==> src/hdl/dq_pkg.sv <==
`default_nettype none

package dq_pkg;

    // Ring buffer geometry.
    localparam int DEPTH      = 64;
    localparam int IDX_W      = (DEPTH > 1) ? $clog2(DEPTH) : 1;
    localparam int OCC_W      = $clog2(DEPTH + 1);
    localparam int DATA_W     = 8;
    localparam int COUNT_W    = 7;

    localparam logic [IDX_W-1:0] IDX_LAST = IDX_W'(DEPTH - 1);
    localparam logic [OCC_W-1:0] OCC_FULL = OCC_W'(DEPTH);

    typedef logic [IDX_W-1:0]  idx_t;
    typedef logic [OCC_W-1:0]  occ_t;
    typedef logic [DATA_W-1:0] byte_t;

    typedef enum logic [1:0] {
        REQ_PUSH_FRONT = 2'd0,
        REQ_PUSH_REAR  = 2'd1,
        REQ_POP_FRONT  = 2'd2,
        REQ_POP_REAR   = 2'd3
    } req_t;

    typedef enum logic [1:0] {
        ST_OK    = 2'd0,
        ST_EMPTY = 2'd1,
        ST_FULL  = 2'd2
    } status_t;

    // Commands from the controller to the datapath.
    typedef struct packed {
        logic accept;
        logic load_out;
    } dq_cmd_t;

    function automatic idx_t idx_inc(input idx_t i);
        return (i == IDX_LAST) ? '0 : idx_t'(i + 1'b1);
    endfunction

    function automatic idx_t idx_dec(input idx_t i);
        return (i == '0) ? IDX_LAST : idx_t'(i - 1'b1);
    endfunction

endpackage

`default_nettype wire

==> src/hdl/dq_ctrl.sv <==
`default_nettype none

module dq_ctrl
    import dq_pkg::*;
(
    input  wire logic    clk,
    input  wire logic    rst_n,
    input  wire logic    in_valid,
    output logic         in_stall,
    output logic         out_valid,
    input  wire logic    out_stall,
    output dq_cmd_t      cmd
);

    typedef enum logic [0:0] {
        S_IDLE,
        S_RESP
    } state_t;

    state_t state_reg;
    state_t state_next;
    logic   out_valid_reg;
    logic   out_valid_next;

    always_comb
    begin
        cmd.accept   = (state_reg == S_IDLE) && in_valid;
        cmd.load_out = (state_reg == S_RESP) && (!out_valid_reg || !out_stall);

        state_next = state_reg;
        case (state_reg)
            S_IDLE:
            begin
                if (in_valid)
                begin
                    state_next = S_RESP;
                end
            end
            S_RESP:
            begin
                if (cmd.load_out)
                begin
                    state_next = S_IDLE;
                end
            end
            default:
            begin
                state_next = S_IDLE;
            end
        endcase

        if (cmd.load_out)
        begin
            out_valid_next = 1'b1;
        end
        else if (out_valid_reg && !out_stall)
        begin
            out_valid_next = 1'b0;
        end
        else
        begin
            out_valid_next = out_valid_reg;
        end
    end

    always_ff @(posedge clk or negedge rst_n)
    begin
        if (!rst_n)
        begin
            state_reg     <= S_IDLE;
            out_valid_reg <= 1'b0;
        end
        else
        begin
            state_reg     <= state_next;
            out_valid_reg <= out_valid_next;
        end
    end

    assign in_stall  = (state_reg != S_IDLE);
    assign out_valid = out_valid_reg;

endmodule

`default_nettype wire

==> src/hdl/dq_datapath.sv <==
`default_nettype none

module dq_datapath
    import dq_pkg::*;
(
    input  wire logic                clk,
    input  wire logic                rst_n,
    input  wire dq_cmd_t             cmd,
    input  wire logic [1:0]          req_type,
    input  wire logic [DATA_W-1:0]   push_byte,
    output logic [DATA_W-1:0]        pop_byte,
    output logic [1:0]               status,
    output logic                     is_empty,
    output logic [COUNT_W-1:0]       entry_count
);

    byte_t   slots [DEPTH];

    idx_t    head_reg;
    idx_t    head_next;
    idx_t    tail_reg;
    idx_t    tail_next;
    occ_t    occ_reg;
    occ_t    occ_next;

    // Per-request decode.
    req_t    req;
    logic    is_full;
    logic    is_void;
    logic    wr_en;
    idx_t    wr_addr;
    logic    rd_en;
    idx_t    rd_addr;
    status_t st_now;

    // Pending result between acceptance and output load.
    byte_t   rd_data_reg;
    logic    pop_ok_reg;
    status_t st_pend_reg;

    // Output registers.
    byte_t                pop_byte_reg;
    status_t              status_reg;
    logic                 is_empty_reg;
    logic [COUNT_W-1:0]   entry_count_reg;

    always_comb
    begin
        req       = req_t'(req_type);
        is_full   = (occ_reg == OCC_FULL);
        is_void   = (occ_reg == '0);
        head_next = head_reg;
        tail_next = tail_reg;
        occ_next  = occ_reg;
        wr_en     = 1'b0;
        wr_addr   = tail_reg;
        rd_en     = 1'b0;
        rd_addr   = head_reg;
        st_now    = ST_OK;

        case (req)
            REQ_PUSH_FRONT:
            begin
                if (is_full)
                begin
                    st_now = ST_FULL;
                end
                else
                begin
                    head_next = idx_dec(head_reg);
                    wr_en     = 1'b1;
                    wr_addr   = head_next;
                    occ_next  = occ_t'(occ_reg + 1'b1);
                end
            end
            REQ_PUSH_REAR:
            begin
                if (is_full)
                begin
                    st_now = ST_FULL;
                end
                else
                begin
                    wr_en     = 1'b1;
                    wr_addr   = tail_reg;
                    tail_next = idx_inc(tail_reg);
                    occ_next  = occ_t'(occ_reg + 1'b1);
                end
            end
            REQ_POP_FRONT:
            begin
                if (is_void)
                begin
                    st_now = ST_EMPTY;
                end
                else
                begin
                    rd_en     = 1'b1;
                    rd_addr   = head_reg;
                    head_next = idx_inc(head_reg);
                    occ_next  = occ_t'(occ_reg - 1'b1);
                end
            end
            REQ_POP_REAR:
            begin
                if (is_void)
                begin
                    st_now = ST_EMPTY;
                end
                else
                begin
                    tail_next = idx_dec(tail_reg);
                    rd_en     = 1'b1;
                    rd_addr   = tail_next;
                    occ_next  = occ_t'(occ_reg - 1'b1);
                end
            end
            default:
            begin
                st_now = ST_OK;
            end
        endcase
    end

    // Slot memory: one write port, one registered read port.
    always_ff @(posedge clk)
    begin
        if (cmd.accept && wr_en)
        begin
            slots[wr_addr] <= push_byte;
        end
        if (cmd.accept && rd_en)
        begin
            rd_data_reg <= slots[rd_addr];
        end
    end

    always_ff @(posedge clk or negedge rst_n)
    begin
        if (!rst_n)
        begin
            head_reg <= '0;
            tail_reg <= '0;
            occ_reg  <= '0;
        end
        else if (cmd.accept)
        begin
            head_reg <= head_next;
            tail_reg <= tail_next;
            occ_reg  <= occ_next;
        end
    end

    always_ff @(posedge clk)
    begin
        if (cmd.accept)
        begin
            pop_ok_reg  <= rd_en;
            st_pend_reg <= st_now;
        end
        if (cmd.load_out)
        begin
            pop_byte_reg    <= pop_ok_reg ? rd_data_reg : '0;
            status_reg      <= st_pend_reg;
            is_empty_reg    <= (occ_reg == '0);
            entry_count_reg <= COUNT_W'(occ_reg);
        end
    end

    assign pop_byte    = pop_byte_reg;
    assign status      = status_reg;
    assign is_empty    = is_empty_reg;
    assign entry_count = entry_count_reg;

endmodule

`default_nettype wire

==> src/hdl/double_ended_queue.sv <==
`default_nettype none

// Byte deque kept in a ring buffer of DEPTH entries (64 by default). Each
// input word is a request that pushes a byte at the front or rear or pops one
// from the front or rear, and each request gives exactly one output word with
// the popped byte (0 unless a pop succeeded), a status (ok, pop from empty,
// push into full), an empty flag and the entry count as they stand after the
// request. A push into a full deque is dropped and a pop from an empty one
// leaves the state unchanged. When a request is accepted, the pointers and
// count are updated and the slot memory is written or read; afterwards the
// registered memory read data is moved into the output register, and no new
// request is accepted before that move. The output register lets the next
// request be accepted while the previous result still waits on a stalled
// output. The slot memory needs no clearing after reset, since only slots
// that were pushed are ever read.
module double_ended_queue
    import dq_pkg::*;
(
    input  wire logic                clk,
    input  wire logic                rst_n,
    input  wire logic                in_valid,
    output logic                     in_stall,
    input  wire logic [1:0]          req_type,
    input  wire logic [DATA_W-1:0]   push_byte,
    output logic                     out_valid,
    input  wire logic                out_stall,
    output logic [DATA_W-1:0]        pop_byte,
    output logic [1:0]               status,
    output logic                     is_empty,
    output logic [COUNT_W-1:0]       entry_count
);

    dq_cmd_t cmd;

    // Sequences acceptance of a request and loading of its result.
    dq_ctrl u_ctrl (
        .clk       (clk),
        .rst_n     (rst_n),
        .in_valid  (in_valid),
        .in_stall  (in_stall),
        .out_valid (out_valid),
        .out_stall (out_stall),
        .cmd       (cmd)
    );

    // Holds the pointers, count, slot memory and output word.
    dq_datapath u_datapath (
        .clk         (clk),
        .rst_n       (rst_n),
        .cmd         (cmd),
        .req_type    (req_type),
        .push_byte   (push_byte),
        .pop_byte    (pop_byte),
        .status      (status),
        .is_empty    (is_empty),
        .entry_count (entry_count)
    );

endmodule

`default_nettype wire
==> config.mk <==
export PLATFORM = sky130hd
export DESIGN_NAME = double_ended_queue
export DESIGN_NICKNAME = d
export VERILOG_FILES = /design/src/hdl/dq_pkg.sv /design/src/hdl/dq_ctrl.sv /design/src/hdl/dq_datapath.sv /design/src/hdl/double_ended_queue.sv
export SDC_FILE = /design/constraint.sdc
export NUM_CORES = 1
export LEC_CHECK = 0
export ABC_CLOCK_PERIOD_IN_PS = 4200
export BUFFER_PORTS_ARGS = -buffer_cell sky130_fd_sc_hd__buf_2
export CAP_MARGIN = 15
export CORE_MARGIN = 3
export CORE_UTILIZATION = 50
export DETAILED_ROUTE_END_ITERATION = 16
export GPL_ROUTABILITY_DRIVEN = 0
export PLACE_DENSITY = 0.72
export SLEW_MARGIN = 20
export SYNTH_ARGS = -nofsm -noshare
export SYNTH_HDL_FRONTEND = slang
export SYNTH_SLANG_ARGS = --single-unit
export TNS_END_PERCENT = 5
==> constraint.sdc <==
create_clock -name clk -period 4.2 [get_ports clk]
set_input_delay 0.21 -clock clk [delete_from_list [all_inputs] [get_ports clk]]
set_output_delay 0.21 -clock clk [all_outputs]
set_load 0.05 [all_outputs]
* Yosys cells after proc, flatten, opt, wreduce, memory -nomap -nowiden
Memory sizes are Yosys's and may differ from the RTL's. A register that Yosys moved wholly into a read port is not among the register bits.
Cells that the tools add are included.
** Word-level totals
- Bits in registers :: 42
- Latch bits :: 0
- Memories :: 1
- Bits in read-only memories :: 0
- RAM bits :: 512
- Logic and storage cells :: 82
** Memories
- u_datapath.slots :: words 64, width 8, rd ports 1, clocked after Yosys merged registers in 1, wr ports 1, RTL line dq_datapath.sv:17 : byte_t slots [DEPTH];
** Cells by class
- Bitwise logic cells :: 1
- Shift-type cells :: 0
- Muxes and demuxes :: 31
- Order comparisons :: 0
- Reductions and logical operators :: 20
- Add/subtract/negate cells :: 6
- Equal/unequal tests :: 12
- Div/mod/pow operators :: 0
- $mul :: 0
** Operators by type and width (number)
- $mux W6 :: 12
- $pmux W6 S2 :: 2
- $mux W7 :: 2
- $pmux W7 S2 :: 1
- $add A6 B1 Y6 const B :: 2
- $eq A6 B6 Y1 const B :: 2
- $logic_not A6 Y1 :: 2
- $ne A2 B2 Y1 const B :: 6
- $sub A6 B1 Y6 const B :: 2
- $mux W1 :: 11
- $reduce_and A4 Y1 :: 2
- $add A7 B1 Y7 const B :: 1
- $eq A7 B7 Y1 const B :: 1
- $logic_not A7 Y1 :: 1
- $sub A7 B1 Y7 const B :: 1
- $reduce_bool A2 Y1 :: 3
- $logic_and A1 B1 Y1 :: 5
- $eq A2 B2 Y1 const B :: 2
- $pmux W2 S2 :: 1
- $reduce_or A2 Y1 :: 2
- $reduce_and A3 Y1 :: 1
- $eq A2 B1 Y1 const B :: 1
- $logic_not A1 Y1 :: 2
- $logic_not A2 Y1 :: 1
- 4 further kinds :: 4

* Depth between registers and ports, before layout
Gate-level depths: netlist (run 1).
- Word-level depth :: 6
- Depth in mapped cells :: 13
- Mapped depth without buffers :: 10

* By module
A second synthesis (run 1) with hierarchy kept.
** Unflattened totals
- Cell total of the unflattened synthesis :: 1713
- Area, all modules :: 23234.8 µm²
** By module, submodules not included
- dq_datapath :: instances 1, area each 23143.4 µm², cells an instance 1706, sequential area each 16721.0 µm²
- dq_ctrl :: instances 1, area each 91.3 µm², cells an instance 7, sequential area each 50.0 µm²

* Worst setup path before layout (run 1)
No wires, ideal clock.
- Path kind :: reg-to-reg
- Start :: register u_datapath.occ_reg[1]
- End :: memory u_datapath.slots[57][0] in the netlist's numbering, enable pin
- Arrival time :: 2.642 ns
- Setup slack :: 1.188 ns
- Clock period less this slack :: 3.012 ns
- Cell stages (with the launch flop) :: 8
- Path through :: dfrtp_1 -> or4_4 -> nor3_1 -> a211oi_2 -> mux2i_1 -> or3_1 -> clkbuf_1 -> nor2_1
** Between the ends
- Word-level cells in the longest chain between the ends :: 6
** RTL lines
- from (decl) :: RTL line dq_datapath.sv:23 : occ_t occ_reg;
- from (signal assigned) :: RTL line dq_datapath.sv:150 : occ_reg <= occ_next;
- $eq A7 B7 Y1 (*) :: RTL line dq_datapath.sv:50 : is_full = (occ_reg == OCC_FULL);
- $mux W1 :: RTL line dq_datapath.sv:64, dq_datapath.sv:78
- $mux W1
- $logic_and A1 B1 Y1 :: RTL line dq_datapath.sv:128 : if (cmd.accept && wr_en)
- $mux W1 :: RTL line dq_datapath.sv:128
- $mux W1 (not written as such) :: RTL line dq_datapath.sv:130 : slots[wr_addr] <= push_byte;
- to (decl) :: RTL line dq_datapath.sv:17
Mark *: on every way between the ends. The rest lies on a longest branch, timed or not.

* Final worst setup path (run 1)
- Start :: register u_datapath.head_reg[1]
- End :: memory u_datapath.slots[41][5] in the netlist's numbering, enable pin
** Between the ends
- Word-level cells in the longest chain between the ends :: 4
** RTL lines
- from (decl) :: RTL line dq_datapath.sv:19 : idx_t head_reg;
- from (signal assigned) :: RTL line dq_datapath.sv:148 : head_reg <= head_next;
- $sub A6 B1 Y6 or $logic_not A6 Y1 (tied branches) :: RTL line dq_pkg.sv:43 : return (i == '0) ? IDX_LAST : idx_t'(i - 1'b1);
- $mux W6 (*) :: RTL line dq_pkg.sv:43
- $mux W6 (*) :: RTL line dq_datapath.sv:64 : if (is_full)
- $mux W6 (*)
Marked as above.

==> results of run 1 <==
final timing paths:
check / to / slack [ns] / depth (start not counted) / startpoint
max in group asynchronous: u_datapath.tail_reg[2]$_DFFE_PN0P_ / 3.70 / 2 / rst_n
worst max-delay path: u_datapath.slots[41][5]$_DFFE_PP_ / 0.14 / 9 / u_datapath.head_reg[1]$_DFFE_PN0P_
worst max register to register: u_datapath.slots[41][5]$_DFFE_PP_ / 0.14 / 9 / u_datapath.head_reg[1]$_DFFE_PN0P_
worst min-delay path: u_datapath.tail_reg[0]$_DFFE_PN0P_ / 0.05 / 3 / req_type[1]
worst min register to register: u_datapath.status[1]$_DFFE_PP_ / 0.42 / 0 / u_datapath.st_pend_reg[1]$_SDFFCE_PN0P_
min in group asynchronous: u_datapath.occ_reg[6]$_DFFE_PN0P_ / 0.14 / 2 / rst_n
power by group through the flow:
stage	clock network (mW)	registers, mW	logic (mW)
2_1_floorplan	0	6.77	4.02
3_3_place_gp	0	6.77	6.06
3_5_place_dp	0	6.78	6.16
4_1_cts	4.77	6.67	6.20
5_1_grt	4.99	6.70	6.73
6_report	4.73	6.68	6.30
critical path, stage by stage, from the launching register on:
cell      delay (ns)
dfrtp_1         0.46
inv_1           0.25
ha_1            0.20
nand2b_1        0.06
or4_1           0.55
inv_2           0.14
o22ai_1         0.09
nor4b_1         0.58
nand2_1         0.62
nor2_1          0.74
layout make-up:
class / instances / area share
multi-input cells: 990 / 0.228
clock inverters: 29 / 0.0107
repair buffers: 112 / 0.0332
flip-flops and latches: 562 / 0.643
clock buffers: 70 / 0.0549
inverters: 10 / 0.00144
well taps: 600 / 0.0288
kinds of logic (layout without fill, tap and decap cells):
logic type | count (synthesis) | after routing | share of synthesized area
AO/OA/AOI/OAI | 356 | 356 | 0.111
AND/OR/NAND/NOR | 567 | 567 | 0.111
multiplexers | 43 | 43 | 0.0192
adder cells (fa/ha/maj) | 12 | 12 | 0.00679
XOR/XNOR | 12 | 12 | 0.00453
flip-flops | 562 | 562 | 0.723
buffers and inverters | 124 | 221 | 0.0243
per-layer routing:
| layer | routed length [µm] | GRT usage | up-vias |
|---|---|---|---|
| met4 | 2120 | 0.0863 | 0 |
| met3 | 5990 | 0.0501 | 141 |
| met5 | 0 | 0 | - |
| met2 | 27700 | 0.374 | 850 |
| li1 | - | - | 6564 |
| met1 | 23200 | 0.326 | 7327 |
repair_timing:
| item | in CTS | in global routing |
|---|---|---|
| hold buffers | 3 | 0 |
| gates resized for setup | 0 | 1 |
| endpoints found under the hold margin | 23 | 0 |
| setup endpoints to repair | 0 | 42 |
cells in the mapped netlist (all sizes together), types with 4 or more instances:
cell,count,share of area
edfxtp,541,0.70
nand2,263,0.043
nor2,94,0.015
a21oi,77,0.018
nand3,75,0.016
clkbuf,62,0.010
o21ai,58,0.013
buf,52,0.013
and3,40,0.011
mux2i,40,0.018
a211oi,39,0.013
nor3,38,0.0082
a31oi,37,0.010
o211ai,32,0.010
o32ai,30,0.011
o2111ai,29,0.011
a221oi,28,0.015
dfrtp,21,0.023
and2,14,0.0038
ha,11,0.0059
inv,10,0.0016
xnor2,8,0.0030
and4,7,0.0026
nand2b,5,0.0013
o31ai,5,0.0016
or3,5,0.0013
a21o,4,0.0013
nand3b,4,0.0013
nor4,4,0.0017
or2,4,0.0011
xor2,4,0.0015
stage by stage:
stage | setup TNS, ns | power, mW | worst slack, ns
floorplan | 0 | 10.8 | 1.19
global placement | 0 | 12.8 | 0.361
detailed placement | 0 | 12.9 | 0.276
CTS | 0 | 17.6 | 0.268
global route | -1.12 | 18.4 | -0.0580
finish | 0 | 17.7 | 0.140
==> flow_summary.json, run 1 <==
{
  "switching_share": 0.374,
  "drt_iter0_markers": 2012,
  "io-pin-count": 34,
  "die_y_um": 221,
  "dpl-instance-area_mm2": 0.0243,
  "route.detailed.drc": 0,
  "die_area_mm2": 0.0490,
  "core_region_area_mm2": 0.0456,
  "drive_above_1_share": 0.126,
  "multi_input_area_mm2": 0.00594,
  "dpl.hpwl_um": 35600,
  "p_comb_frac": 0.356,
  "tightest_slew_ns": 1.09,
  "synth_cell_types": 70,
  "drt-total-wl_um": 59000,
  "fillCellCount": 3464,
  "grt_pass1_wl_um": 88700,
  "layout_common_cells": "edfxtp_1 (541), nand2_1 (262), nor2_1 (92), nand3_1 (75), a21oi_1 (74)",
  "yosys_warnings": 0,
  "cts-root-buf": "clkbuf_16",
  "switchingPower_mw": 6.63,
  "slew_violations": 0,
  "grt_pass1_vias": 14600,
  "hold_viol_final": 0,
  "endpoint_kind": "flop",
  "synth_area_mm2": 0.0232,
  "area_growth_pct": 12.4,
  "diodes": 0,
  "worstPathRequired_ns": 4.43,
  "min_period_ns": 4.06,
  "largest_reg_flops": 512,
  "synth_edf_count": 541,
  "regArea_mm2": 0.0168,
  "antenna_found_initial": 0,
  "critPathArrivalTime_ns": 4.29,
  "worst_ir_drop_vdd_mv": 0.558,
  "nets": 1757,
  "power_frac_seq": 0.377,
  "setup_viol": 0,
  "cts_setup_buffers": 0,
  "clk_pin_slew_ns": 0.06,
  "worst_clock_skew_ns": 0.0333,
  "grt_usage": 0.236,
  "overflow": 0,
  "utilization": 0.572,
  "power_density_mw_per_mm2": 679,
  "clk_latency_ns": 0.62,
  "synth_fp_nets": 1702,
  "clock_path_buffers": 3,
  "avgSynthCellArea_um2": 13.8,
  "grt_max_degree": 86,
  "ys.flop_type": "edfxtp_1",
  "p_int_mw": 11.1,
  "cts_sinks": 562,
  "relSlewSlack": 0.270,
  "start_util": 0.509,
  "post-route-period-util": 0.967,
  "p_clk_frac": 0.267,
  "post-place-cells": 2271,
  "via_per_inst": 6.27,
  "fmax_mhz": 246,
  "synth_cells": 1676,
  "start_kind": "flop",
  "layout_commonest_cell": "edfxtp_1",
  "wl_per_cell_um": 24.9,
  "htreeDepth": 2,
  "whs_ns": 0.0518,
  "yosysSeqAreaShare": 0.723,
  "stdcell_count": 2373,
  "portBuffers": 33,
  "async_reset_ff_frac": 0.0374,
  "ant_nets": 0,
  "route.vias.total": 14900,
  "leakagePower_nw": 8.62,
  "hold_class": "primary input to flop",
  "outcome": "finished, final reports clean",
  "final_area_mm2": 0.0261,
  "cts_made_buffers": 55,
  "cp_max_fo": 8,
  "ys_ff_latch": 562,
  "rows": 78,
  "path_class": "flop to flop",
  "drtPass1Iterations": 8,
  "rsz0062_at_grt": "yes",
  "die_x_um": 221,
  "max_cap_viol_count": 0,
  "cts_tree": "built"
}
Power figures use the tool's default switching activity.
==> run 2, diff against run 1 <==
Settings changed: ABC_AREA from default to 1, SLEW_MARGIN 20 to default.
==> run 2 against run 1 <==
Effect of this change: sequential cell count stayed put; combinational power is 1% lower; clock-buffer cell count is 1 lower; synthesized cell count is 48% higher; maximum frequency is 19% higher; first-iteration DRC count is 2.8% higher; clock power is 2% higher; largest cell class unchanged.
==> flow_summary.json, run 2 <==
{
  "outcome": "finished, final reports clean",
  "leakagePower_nw": 11.5,
  "cts_resized": 0,
  "io-pin-count": 34,
  "nets": 2514,
  "overflow": 0,
  "slowest_stage": "nor2_1",
  "drt-total-wl_um": 61700,
  "worst_clock_skew_ns": 0.0308,
  "route.detailed.drc": 0,
  "hold_viol_final": 0,
  "power_frac_seq": 0.373,
  "worst_ir_drop_vdd_mv": 0.347,
  "cts_sinks": 562,
  "rows": 81,
  "post-route-period-util": 0.811,
  "synth_fp_nets": 2503,
  "tns_ns": 0,
  "antenna_found_initial": 0,
  "die_area_mm2": 0.0535,
  "grt_pass1_wl_um": 95600,
  "drive_above_1_share": 0.0703,
  "worstPathRequired_ns": 4.44,
  "max_cap_viol_count": 0,
  "ys_ff_latch": 562,
  "yosysSeqAreaShare": 0.661,
  "critPathArrivalTime_ns": 3.65,
  "drtPass1Iterations": 6,
  "route.vias.total": 17500,
  "synth_cell_types": 42,
  "cts-root-buf": "clkbuf_16",
  "htreeDepth": 2,
  "largest_reg_flops": 512,
  "synth_top_cell_by_area": "edfxtp_1",
  "dpl_worst_slack_ns": 0.925,
  "path_class": "flop to flop",
  "via_per_inst": 5.47,
  "ys.flop_type": "edfxtp_1",
  "synth_area_mm2": 0.0254,
  "grt_usage": 0.232,
  "clk_latency_ns": 0.62,
  "start_kind": "flop",
  "die_x_um": 231,
  "p_clk_frac": 0.273,
  "netlist.area_leader.share": 0.641,
  "hold_class": "primary input to flop",
  "p_comb_frac": 0.354,
  "relSlewSlack": 0.179,
  "power_density_mw_per_mm2": 634,
  "p_int_mw": 10.9,
  "dpl.hpwl_um": 37500,
  "drt_iter0_markers": 2068,
  "core_region_area_mm2": 0.0496,
  "regArea_mm2": 0.0168,
  "synthTopCellsByArea": "edfxtp_1 (64%), nand2_1 (9.7%), nand3_1 (9.4%), inv_1 (6.3%), dfrtp_1 (2.1%)",
  "die_y_um": 231,
  "grt_pass1_vias": 16800,
  "diodes": 0,
  "timing.final.ws_setup_ns": 0.795,
  "min_period_ns": 3.40,
  "layout_common_cells": "nand2_1 (653), edfxtp_1 (541), nand3_1 (475), inv_1 (425), nor2_1 (105)",
  "fmax_mhz": 294,
  "ant_nets": 0,
  "wl_per_cell_um": 19.3,
  "grt_max_degree": 101,
  "clk_pin_slew_ns": 0.06,
  "synth_cells": 2477,
  "crit_path_max_incr_delay_ns": 0.76,
  "post-synth-top-count-cell": "nand2_1",
  "cp_max_fo": 8,
  "multi_input_area_mm2": 0.00627,
  "start_util": 0.512,
  "cpLargestDelayFamily": "simple AND/OR/NAND/NOR gates",
  "avgSynthCellArea_um2": 10.2,
  "synth_common_cells": "nand2_1 (654), edfxtp_1 (541), nand3_1 (475)",
  "layout_commonest_cell": "nand2_1",
  "switching_share": 0.381,
  "cts_tree": "built",
  "tightest_slew_ns": 1.23,
  "path_cells": "inv_2 > ha_1 > inv_1 > nor2_1 > nor3_1 > inv_1 > o21ai_0 > inv_1 > nor2_1 > nand2_1 > nor2_1",
  "fillCellCount": 4050,
  "endpoint_kind": "flop",
  "cp_num_buf_inv": 4,
  "slew_violations": 0,
  "rsz0062_at_grt": "no",
  "area_growth_pct": 9.52,
  "portBuffers": 33,
  "yosys_warnings": 0,
  "setup_viol": 0,
  "clock_path_buffers": 3,
  "async_reset_ff_frac": 0.0374,
  "cts_made_buffers": 55,
  "switchingPower_mw": 6.70,
  "synth_edf_count": 541
}
## run 2: changes by cell type in the layout (fill, tap and decap cells not counted), moves of 32 or more
cell	previous run	this run
buf_4	68	29
inv_1	9	425
o211ai_1	32	0
and3_1	40	0
a21oi_1	74	3
nand3_1	75	475
nor3_1	38	3
a211oi_1	38	1
nand2_1	262	653
mux2i_1	38	2
a31oi_1	37	0
nand3b_1	4	41
## run 2: path summary, 6_finish.rpt
path | startpoint | to | slack (ns) | cells past startpoint
max | u_datapath.head_reg[0]$_DFFE_PN0P_ | u_datapath.slots[40][1]$_DFFE_PP_ | 0.80 | 11
min | in_valid | u_ctrl.in_stall$_DFF_PN0_ | 0.03 | 3
max reg2reg | u_datapath.head_reg[0]$_DFFE_PN0P_ | u_datapath.slots[40][1]$_DFFE_PP_ | 0.80 | 11
min reg2reg | u_datapath.st_pend_reg[0]$_SDFFCE_PP0P_ | u_datapath.status[0]$_DFFE_PP_ | 0.47 | 0
max in group asynchronous | rst_n | u_datapath.occ_reg[5]$_DFFE_PN0P_ | 3.66 | 2
min in group asynchronous | rst_n | u_datapath.tail_reg[5]$_DFFE_PN0P_ | 0.15 | 2
## run 2: power by group through the flow
stage / Clock (mW) / Combinational (mW) / Sequential [mW]
floorplan: 0 / 4.42 / 6.76
global placement: 0 / 6.02 / 6.67
detailed placement: 0 / 6.11 / 6.68
CTS: 4.86 / 6.15 / 6.57
global route: 5.09 / 6.84 / 6.59
finish: 4.81 / 6.23 / 6.57
## run 2: logic make-up after synthesis
group	share of synthesized area
multiplexers	0.000789
buffers and inverters	0.0931
AND/OR/NAND/NOR	0.225
AO/OA/AOI/OAI	0.0104
adder cells (fa/ha/maj)	0.00622
flip-flops	0.661
XOR/XNOR	0.00276
## run 2: worst reg2reg max path, cell delays in order (launching register included)
cell	delay [ns]
dfrtp_1	0.45
inv_2	0.10
ha_1	0.25
inv_1	0.07
nor2_1	0.04
nor3_1	0.24
inv_1	0.07
o21ai_0	0.27
inv_1	0.10
nor2_1	0.15
nand2_1	0.54
nor2_1	0.77
## run 2: final cells by class
cell class | count | area share
flip-flops and latches | 562 | 0.604
multi-input cells | 1365 | 0.226
inverters | 435 | 0.0589
clock buffers | 69 | 0.0548
well taps | 664 | 0.0299
repair buffers | 69 | 0.0181
clock inverters | 31 | 0.00851
## run 2: repair_timing
action / in CTS / in global routing
hold buffers: 2 / 0
endpoints found under the hold margin: 23 / 0
setup buffers: 0 / 0
## run 2: routing by layer
layer	vias up	GRT usage	wire, µm
met2	882	0.366	28400
met5	-	0	0
met3	155	0.0428	5630
met4	0	0.0926	2510
li1	8135	-	-
met1	8302	0.321	25100
## run 2: through the flow
stage | util | cell area, µm² | hold WS (ns) | power [mW] | cells
after floorplan | - | 25400 | -0.0856 | 11.2 | 2477
after global placement | 0.525 | 26000 | 0.225 | 12.7 | 3093
after detailed placement | 0.525 | 26000 | 0.227 | 12.8 | 3093
after CTS | 0.560 | 27800 | 0.00980 | 17.6 | 3195
after global routing | 0.560 | 27800 | 0.0527 | 18.5 | 3195
final | 0.560 | 27800 | 0.0259 | 17.6 | 3195
